File: config.mk
export PLATFORM = sky130hd
export DESIGN_NAME = round_robin_thread_scheduler_core
export DESIGN_NICKNAME = d
export VERILOG_FILES = /design/src/rtl/rrts_pkg.sv /design/src/rtl/round_robin_thread_scheduler_core.sv /design/src/rtl/rrts_link_ram.sv /design/src/rtl/rrts_update.sv
export SDC_FILE = /design/constraint.sdc
export NUM_CORES = 1
export LEC_CHECK = 0
export BUFFER_PORTS_ARGS = -buffer_cell sky130_fd_sc_hd__buf_4
export CAP_MARGIN = 20
export CORE_ASPECT_RATIO = 1.5
export CORE_MARGIN = 8
export CORE_UTILIZATION = 40
export CTS_BUF_LIST = sky130_fd_sc_hd__clkbuf_8
export CTS_CLUSTER_SIZE = 10
export DETAILED_ROUTE_END_ITERATION = 8
export GPL_ROUTABILITY_DRIVEN = 0
export GPL_TIMING_DRIVEN = 0
export SKIP_LAST_GASP = 1
export SLEW_MARGIN = 20
export SYNTH_ARGS = -nofsm -noshare
export SYNTH_HDL_FRONTEND = slang
export SYNTH_SLANG_ARGS = --single-unit
File: constraint.sdc
create_clock -name clk -period 7.2 [get_ports clk]
set_clock_uncertainty 0.05 [all_clocks]
set_input_delay 0.36 -clock clk [delete_from_list [all_inputs] [get_ports clk]]
set_output_delay 0.36 -clock clk [all_outputs]
set_load 0.01 [all_outputs]
File: src/rtl/rrts_pkg.sv
// Shared types and constants for the round-robin thread scheduler.
`default_nettype none

package rrts_pkg;

  localparam int MAX_THREADS = 16;
  localparam int TID_W       = 4;

  typedef logic [TID_W-1:0]       tid_t;
  typedef logic [MAX_THREADS-1:0] tmask_t;

  localparam tid_t IDLE_TID = 4'd0;

  localparam int OP_W = 3;

  typedef enum logic [OP_W-1:0] {
    OP_RESCHED = 3'd0,
    OP_BLOCK   = 3'd1,
    OP_UNBLOCK = 3'd2,
    OP_CREATE  = 3'd3,
    OP_DELETE  = 3'd4
  } op_t;

  typedef struct packed {
    tmask_t present;
    tmask_t blocked;
    tid_t   head;
    tid_t   tail;
    logic   nonempty;
    tid_t   runner;
  } sched_state_t;

  typedef struct packed {
    logic next_we;
    tid_t next_addr;
    tid_t next_data;
    logic prev_we;
    tid_t prev_addr;
    tid_t prev_data;
  } link_wr_t;

endpackage

`default_nettype wire

File: src/rtl/round_robin_thread_scheduler_core.sv
// Top level of the round-robin thread scheduler.
`default_nettype none

// Each event transaction on s_* yields exactly one result transaction on m_*
// with the thread that runs afterwards and an error flag. The accept cycle
// reads the link memories; the execute state then updates the queue and writes
// the links back, and a new event is taken in the cycle after that update.
// The update waits while a previous result is still held on m_* and not taken.
// The link memories need no clearing after reset; events start right away.
// cfg_data sets scheduler_enable; write it only while no event is in flight.
module round_robin_thread_scheduler_core
  import rrts_pkg::*;
(
  input  wire logic       clk,
  input  wire logic       rst,
  input  wire logic       cfg_valid,
  output logic            cfg_ready,
  input  wire logic       cfg_data,     // scheduler_enable
  input  wire logic       s_tvalid,
  output logic            s_tready,
  input  wire logic [7:0] s_tdata,      // [2:0] operation, [6:3] thread_id, [7] zero
  output logic            m_tvalid,
  input  wire logic       m_tready,
  output logic [7:0]      m_tdata       // [3:0] running_thread, [4] error, [7:5] zero
);

  typedef enum logic [1:0] {
    ST_IDLE = 2'b01,
    ST_EXEC = 2'b10
  } fsm_t;

  fsm_t         state;
  fsm_t         state_next;
  sched_state_t sched;
  sched_state_t sched_next;
  logic         enable;
  op_t          op;
  tid_t         id;
  tid_t         next_link;
  tid_t         prev_link;
  tid_t         next_rd_addr;
  link_wr_t     upd_wr;
  link_wr_t     mem_wr;
  logic         upd_err;
  logic         accept;
  logic         commit;
  op_t          in_op;
  tid_t         in_id;

  assign cfg_ready = !rst;
  assign s_tready  = (state == ST_IDLE) && !rst;
  assign accept    = s_tvalid && s_tready;
  assign commit    = (state == ST_EXEC) && (!m_tvalid || m_tready);

  assign in_op = op_t'(s_tdata[2:0]);
  assign in_id = s_tdata[6:3];

  // a deleted runner is not queued, so its event reads the head's link
  assign next_rd_addr = (in_op == OP_DELETE && in_id != sched.runner) ? in_id : sched.head;

  always_comb begin
    mem_wr         = upd_wr;
    mem_wr.next_we = upd_wr.next_we && commit;
    mem_wr.prev_we = upd_wr.prev_we && commit;
  end

  rrts_link_ram u_link_ram (
    .clk          (clk),
    .rd_en        (accept),
    .next_rd_addr (next_rd_addr),
    .prev_rd_addr (in_id),
    .next_rd_data (next_link),
    .prev_rd_data (prev_link),
    .wr           (mem_wr)
  );

  rrts_update u_update (
    .op        (op),
    .id        (id),
    .st        (sched),
    .enable    (enable),
    .next_link (next_link),
    .prev_link (prev_link),
    .st_next   (sched_next),
    .wr        (upd_wr),
    .err       (upd_err)
  );

  always_comb begin
    state_next = state;
    unique case (state)
      ST_IDLE: begin
        if (accept) begin
          state_next = ST_EXEC;
        end
      end
      ST_EXEC: begin
        if (commit) begin
          state_next = ST_IDLE;
        end
      end
      default: begin
        state_next = ST_IDLE;
      end
    endcase
  end

  always_ff @(posedge clk) begin
    if (rst) begin
      state               <= ST_IDLE;
      enable              <= 1'b0;
      m_tvalid            <= 1'b0;
      sched.present       <= tmask_t'(1) << IDLE_TID;
      sched.blocked       <= '0;
      sched.head          <= '0;
      sched.tail          <= '0;
      sched.nonempty      <= 1'b0;
      sched.runner        <= IDLE_TID;
    end else begin
      state <= state_next;
      if (cfg_valid && cfg_ready) begin
        enable <= cfg_data;
      end
      if (commit) begin
        sched    <= sched_next;
        m_tvalid <= 1'b1;
      end else if (m_tready) begin
        m_tvalid <= 1'b0;
      end
    end
  end

  always_ff @(posedge clk) begin
    if (accept) begin
      op <= in_op;
      id <= in_id;
    end
    if (commit) begin
      m_tdata <= {3'b000, upd_err, sched_next.runner};
    end
  end

endmodule

`default_nettype wire

File: src/rtl/rrts_link_ram.sv
// Next and previous link memories of the ready queue, synchronous read.
`default_nettype none

module rrts_link_ram
  import rrts_pkg::*;
(
  input  wire logic     clk,
  input  wire logic     rd_en,
  input  wire tid_t     next_rd_addr,
  input  wire tid_t     prev_rd_addr,
  output tid_t          next_rd_data,
  output tid_t          prev_rd_data,
  input  wire link_wr_t wr
);

  tid_t next_mem [MAX_THREADS];
  tid_t prev_mem [MAX_THREADS];

  always_ff @(posedge clk) begin
    if (wr.next_we) begin
      next_mem[wr.next_addr] <= wr.next_data;
    end
    if (wr.prev_we) begin
      prev_mem[wr.prev_addr] <= wr.prev_data;
    end
  end

  always_ff @(posedge clk) begin
    if (rd_en) begin
      next_rd_data <= next_mem[next_rd_addr];
      prev_rd_data <= prev_mem[prev_rd_addr];
    end
  end

endmodule

`default_nettype wire

File: src/rtl/rrts_update.sv
// Event update: next scheduler state, link writes and error flag.
`default_nettype none

module rrts_update
  import rrts_pkg::*;
(
  input  wire op_t          op,
  input  wire tid_t         id,
  input  wire sched_state_t st,
  input  wire logic         enable,
  input  wire tid_t         next_link,
  input  wire tid_t         prev_link,
  output sched_state_t      st_next,
  output link_wr_t          wr,
  output logic              err
);

  always_comb begin
    sched_state_t s;
    link_wr_t     w;
    tid_t         old_run;
    tid_t         nxt;
    logic         old_blk;
    logic         keep;
    logic         resched;

    s       = st;
    w       = '0;
    err     = 1'b0;
    old_run = st.runner;
    nxt     = st.runner;
    old_blk = 1'b0;
    keep    = 1'b0;
    resched = 1'b0;

    unique case (op)
      OP_RESCHED: begin
        resched = 1'b1;
        keep    = 1'b1;
        old_blk = st.blocked[old_run];
      end
      OP_BLOCK: begin
        if (old_run != IDLE_TID) begin
          s.blocked[old_run] = 1'b1;
        end
        resched = 1'b1;
        keep    = 1'b1;
        old_blk = s.blocked[old_run];
      end
      OP_UNBLOCK: begin
        if (!st.present[id]) begin
          err = 1'b1;
        end else if (st.blocked[id] && id != IDLE_TID) begin
          if (st.nonempty) begin
            w.prev_we   = 1'b1;
            w.prev_addr = st.head;
            w.prev_data = id;
            w.next_we   = 1'b1;
            w.next_addr = id;
            w.next_data = st.head;
          end else begin
            s.tail = id;
          end
          s.head        = id;
          s.nonempty    = 1'b1;
          s.blocked[id] = 1'b0;
        end
      end
      OP_CREATE: begin
        if (id == IDLE_TID || st.present[id]) begin
          err = 1'b1;
        end else begin
          s.present[id] = 1'b1;
          if (st.nonempty) begin
            w.next_we   = 1'b1;
            w.next_addr = st.tail;
            w.next_data = id;
            w.prev_we   = 1'b1;
            w.prev_addr = id;
            w.prev_data = st.tail;
          end else begin
            s.head = id;
          end
          s.tail        = id;
          s.nonempty    = 1'b1;
          s.blocked[id] = 1'b0;
        end
      end
      OP_DELETE: begin
        if (id == IDLE_TID || !st.present[id]) begin
          err = 1'b1;
        end else begin
          // unlink a queued thread
          if (!st.blocked[id] && id != old_run) begin
            if (st.head == id && st.tail == id) begin
              s.nonempty = 1'b0;
            end else begin
              if (st.head == id) begin
                s.head = next_link;
              end else begin
                w.next_we   = 1'b1;
                w.next_addr = prev_link;
                w.next_data = next_link;
              end
              if (st.tail == id) begin
                s.tail = prev_link;
              end else begin
                w.prev_we   = 1'b1;
                w.prev_addr = next_link;
                w.prev_data = prev_link;
              end
            end
          end
          s.present[id] = 1'b0;
          s.blocked[id] = 1'b0;
          if (id == old_run) begin
            resched = 1'b1;
          end
        end
      end
      default: begin
      end
    endcase

    if (resched) begin
      priority if (!enable) begin
        nxt = IDLE_TID;
      end else if (s.nonempty) begin
        nxt = s.head;
        if (s.head == s.tail) begin
          s.nonempty = 1'b0;
        end else begin
          s.head = next_link;
        end
      end else if (keep && !old_blk) begin
        nxt = old_run;
      end else begin
        nxt = IDLE_TID;
      end
      s.runner = nxt;

      // append the preempted runner
      if (keep && old_run != nxt && !old_blk && old_run != IDLE_TID &&
          s.present[old_run]) begin
        if (s.nonempty) begin
          w.next_we   = 1'b1;
          w.next_addr = s.tail;
          w.next_data = old_run;
          w.prev_we   = 1'b1;
          w.prev_addr = old_run;
          w.prev_data = s.tail;
        end else begin
          s.head = old_run;
        end
        s.tail             = old_run;
        s.nonempty         = 1'b1;
        s.blocked[old_run] = 1'b0;
      end
    end

    st_next = s;
    wr      = w;
  end

endmodule

`default_nettype wire

==> flow_summary.json <==
{
  "cts.path.max_buffers": 2,
  "ys.flop_type": "edfxtp_1",
  "fp.dieW_um": 149,
  "p_sw_frac": 0.263,
  "vdd_ir_drop_max_mv": 0.155,
  "slowest_stage": "a222oi_1",
  "drv_cap": 0,
  "use_met1": 0.232,
  "core_um2": 26400,
  "worst_slew_pin_slew_ns": 0.955,
  "netlist_instances": 954,
  "worst-path-max-fanout": 10,
  "startpoint": "id[0]$_DFFE_PP_",
  "crit_arrival_ns": 6.11,
  "critPathMaxStageDelay_ns": 0.77,
  "clock.fmax_mhz": 166,
  "leakage_nw": 3.83,
  "die_y_um": 216,
  "syn_area_per_cell_um2": 11.2,
  "worstSetupStartpointType": "register",
  "finish.net_count": 1015,
  "cp_common_cell": "clkbuf_1",
  "grt_max_degree": 20,
  "synthArstFlopShare": 0,
  "synth_largest_area_cell": "edfxtp_1",
  "start_util": 0.405,
  "grt_pass1_vias": 8386,
  "synthDistinctLibCells": 85,
  "vias": 8421,
  "netlist_area_um2": 10700,
  "dp_hpwl_um": 24300,
  "timing_worst_setup_path_type": "reg2reg",
  "power_frac_comb": 0.087,
  "syn_to_final_growth_pct": 9.79,
  "slew_violations": 0,
  "min_from": "cfg_data",
  "num_antenna_cells": 0,
  "synth_seq_cells": 197,
  "worstPathCellList": "buf_6 > buf_6 > mux4_2 > mux2i_1 > or4_1 > clkbuf_1 > and2_1 > clkbuf_1 > nor3_1 > clkbuf_1 > a222oi_1 > o31ai_2 > nand2b_1 > nor3_1",
  "cts.sinks": 197,
  "post-cts-setup-buffers": 0,
  "gr-usage-met2": 0.361,
  "drive_gt1_frac": 0.145,
  "root_buffer": "clkbuf_8",
  "grt_pass1_wl_um": 50800,
  "viasPerCell": 6.23,
  "overflow": 0,
  "initialDrtViolationCount": 854,
  "pin_count": 25,
  "grt_most_used_layer": "met2",
  "outcome": "complete, no violations",
  "synth_edf_count": 148,
  "use_met3": 0.0369,
  "pwr-share-clk": 0.338,
  "wl_per_cell_um": 24.7,
  "fin_tns_setup_ns": 0,
  "portBuffers": 19,
  "seq_power_share": 0.574,
  "post-route-period-util": 0.837,
  "r2r_start": "id[0]$_DFFE_PP_",
  "clock_latency_ns": 0.50,
  "rsz0062_at_grt": "false",
  "clk_pin_slew_ns": 0.11,
  "final_antenna_net_count": 0,
  "die_area_um2": 32300,
  "switchingPower_uw": 559,
  "yosysWarnings": 0,
  "finalHoldViolations": 0,
  "yosysSeqAreaShare": 0.508,
  "antenna_found_initial": 0,
  "cts_htree_levels": 4,
  "routed_wl_um": 33400,
  "track_usage": 0.211,
  "cellPowerDensity_nw_per_um2": 181,
  "synth_area_leaders": "edfxtp_1, mux4_2, dfxtp_1",
  "rows": 73,
  "p_int_mw": 1.57,
  "yosysTopAreaCellShare": 0.416,
  "period_needed_ns": 6.03,
  "setup_viol": 0,
  "cts_tree": "yes",
  "drc": 0,
  "slew_headroom": 0.345,
  "end_kind": "register",
  "worstHoldPathType": "in2reg",
  "final_common_cell": "edfxtp_1",
  "first_pass_iters": 8,
  "required_ns": 7.28,
  "final_util": 0.444,
  "final_cell_mix": "edfxtp_1, nor2_1, nand2_1",
  "regToRegSetupSlack_ns": 1.17,
  "numCtsBuffers": 17
}
-- path summary, 6_finish.rpt --
check / to / depth (start not counted)
hold reg to reg: sched[29]$_SDFFE_PP1P_ / 1
setup / recovery: u_link_ram.next_mem[9][2]$_DFFE_PP_ / 14
hold / removal: enable$_SDFFE_PP0P_ / 3
setup reg to reg: u_link_ram.next_mem[9][2]$_DFFE_PP_ / 14
-- metal layers --
layer | vias to the layer above | share of wire | wire length [µm]
li1 | 3766 | - | -
met1 | 4117 | 0.36 | 12100
met2 | 415 | 0.51 | 17100
met3 | 123 | 0.061 | 2040
met4 | 0 | 0.066 | 2210
met5 | - | 0 | 0
-- logic make-up after synthesis --
kind of cell,count (synthesis),synth area share
flip-flops,197,0.508
buffers and inverters,86,0.0356
multiplexers,79,0.131
other,1,0.000351
AO/OA/AOI/OAI,257,0.170
AND/OR/NAND/NOR,315,0.139
XOR/XNOR,19,0.0156
-- critical path, delay by kind of cell (launching register included) --
| family | cells | cell delay (ns) |
|---|---|---|
| compound gates | 2 | 1.13 |
| simple gates | 5 | 1.61 |
| buf+inv | 5 | 1.33 |
| mux | 2 | 1.13 |
| flops | 1 | 0.36 |
-- synth_stat cells (all sizes together), types with 6 or more instances --
library cell / n
a31oi: 11
clkbuf: 51
a2bb2oi: 6
a222oi: 6
nand2b: 17
o22ai: 10
nand2: 88
and2: 7
nand4: 8
or2: 6
a22oi: 8
a21oi: 73
nor2: 104
a211oi: 9
dfxtp: 49
o211ai: 6
nor3: 20
o21ai: 43
xnor2: 15
nand3: 31
o21a: 11
inv: 15
nor2b: 15
buf: 19
edfxtp: 148
mux4: 48
mux2i: 21
mux2: 10
a22o: 12
o31ai: 11
a311oi: 7
-- registers in the layout, indices dropped and copies added (netlist names) --
signal                   cells
enable                       1
id                           4
m_tdata                      5
m_tvalid                     1
op                           3
sched                       45
state                        2
u_link_ram.next_mem         64
u_link_ram.next_rd_data      4
u_link_ram.prev_mem         64
u_link_ram.prev_rd_data      4
-- metrics by stage --
stage	setup WS (ns)	hold WS, ns	instance area (µm²)	total power, mW	instances
6_report	1.17	0.0456	11700	2.13	1351
5_1_grt	0.892	0.0376	11700	2.19	1351
4_1_cts	1.51	0.0244	11700	2.14	1351
3_5_place_dp	1.52	0.379	11300	1.42	1313
3_3_place_gp	1.15	0.381	11300	1.42	1312
2_1_floorplan	2.78	0.366	10700	1.37	956
-- layout make-up --
cell class                      count  area, µm²
Buffer                             70        320
Clock buffer                       17        234
Clock inverter                     15        168
Fill cell                        2474      14700
Inverter                           16       60.1
Multi-Input combinational cell    673       4890
Sequential cell                   197       5430
Tap cell                          337        422
Timing Repair Buffer               26        210
-- power by group through the flow --
stage	Combinational [mW]	Clock [mW]	Sequential, mW
3_3_place_gp	0.176	0	1.25
3_5_place_dp	0.177	0	1.25
5_1_grt	0.196	0.775	1.22
2_1_floorplan	0.120	0	1.25
4_1_cts	0.180	0.736	1.22
6_report	0.185	0.720	1.22
-- timing repair --
action | CTS | global route
hold buffers | 6 | 0
endpoints found under the hold margin | 6 | 0
resized for setup | 0 | 0
(Power assumes the default switching activity.)
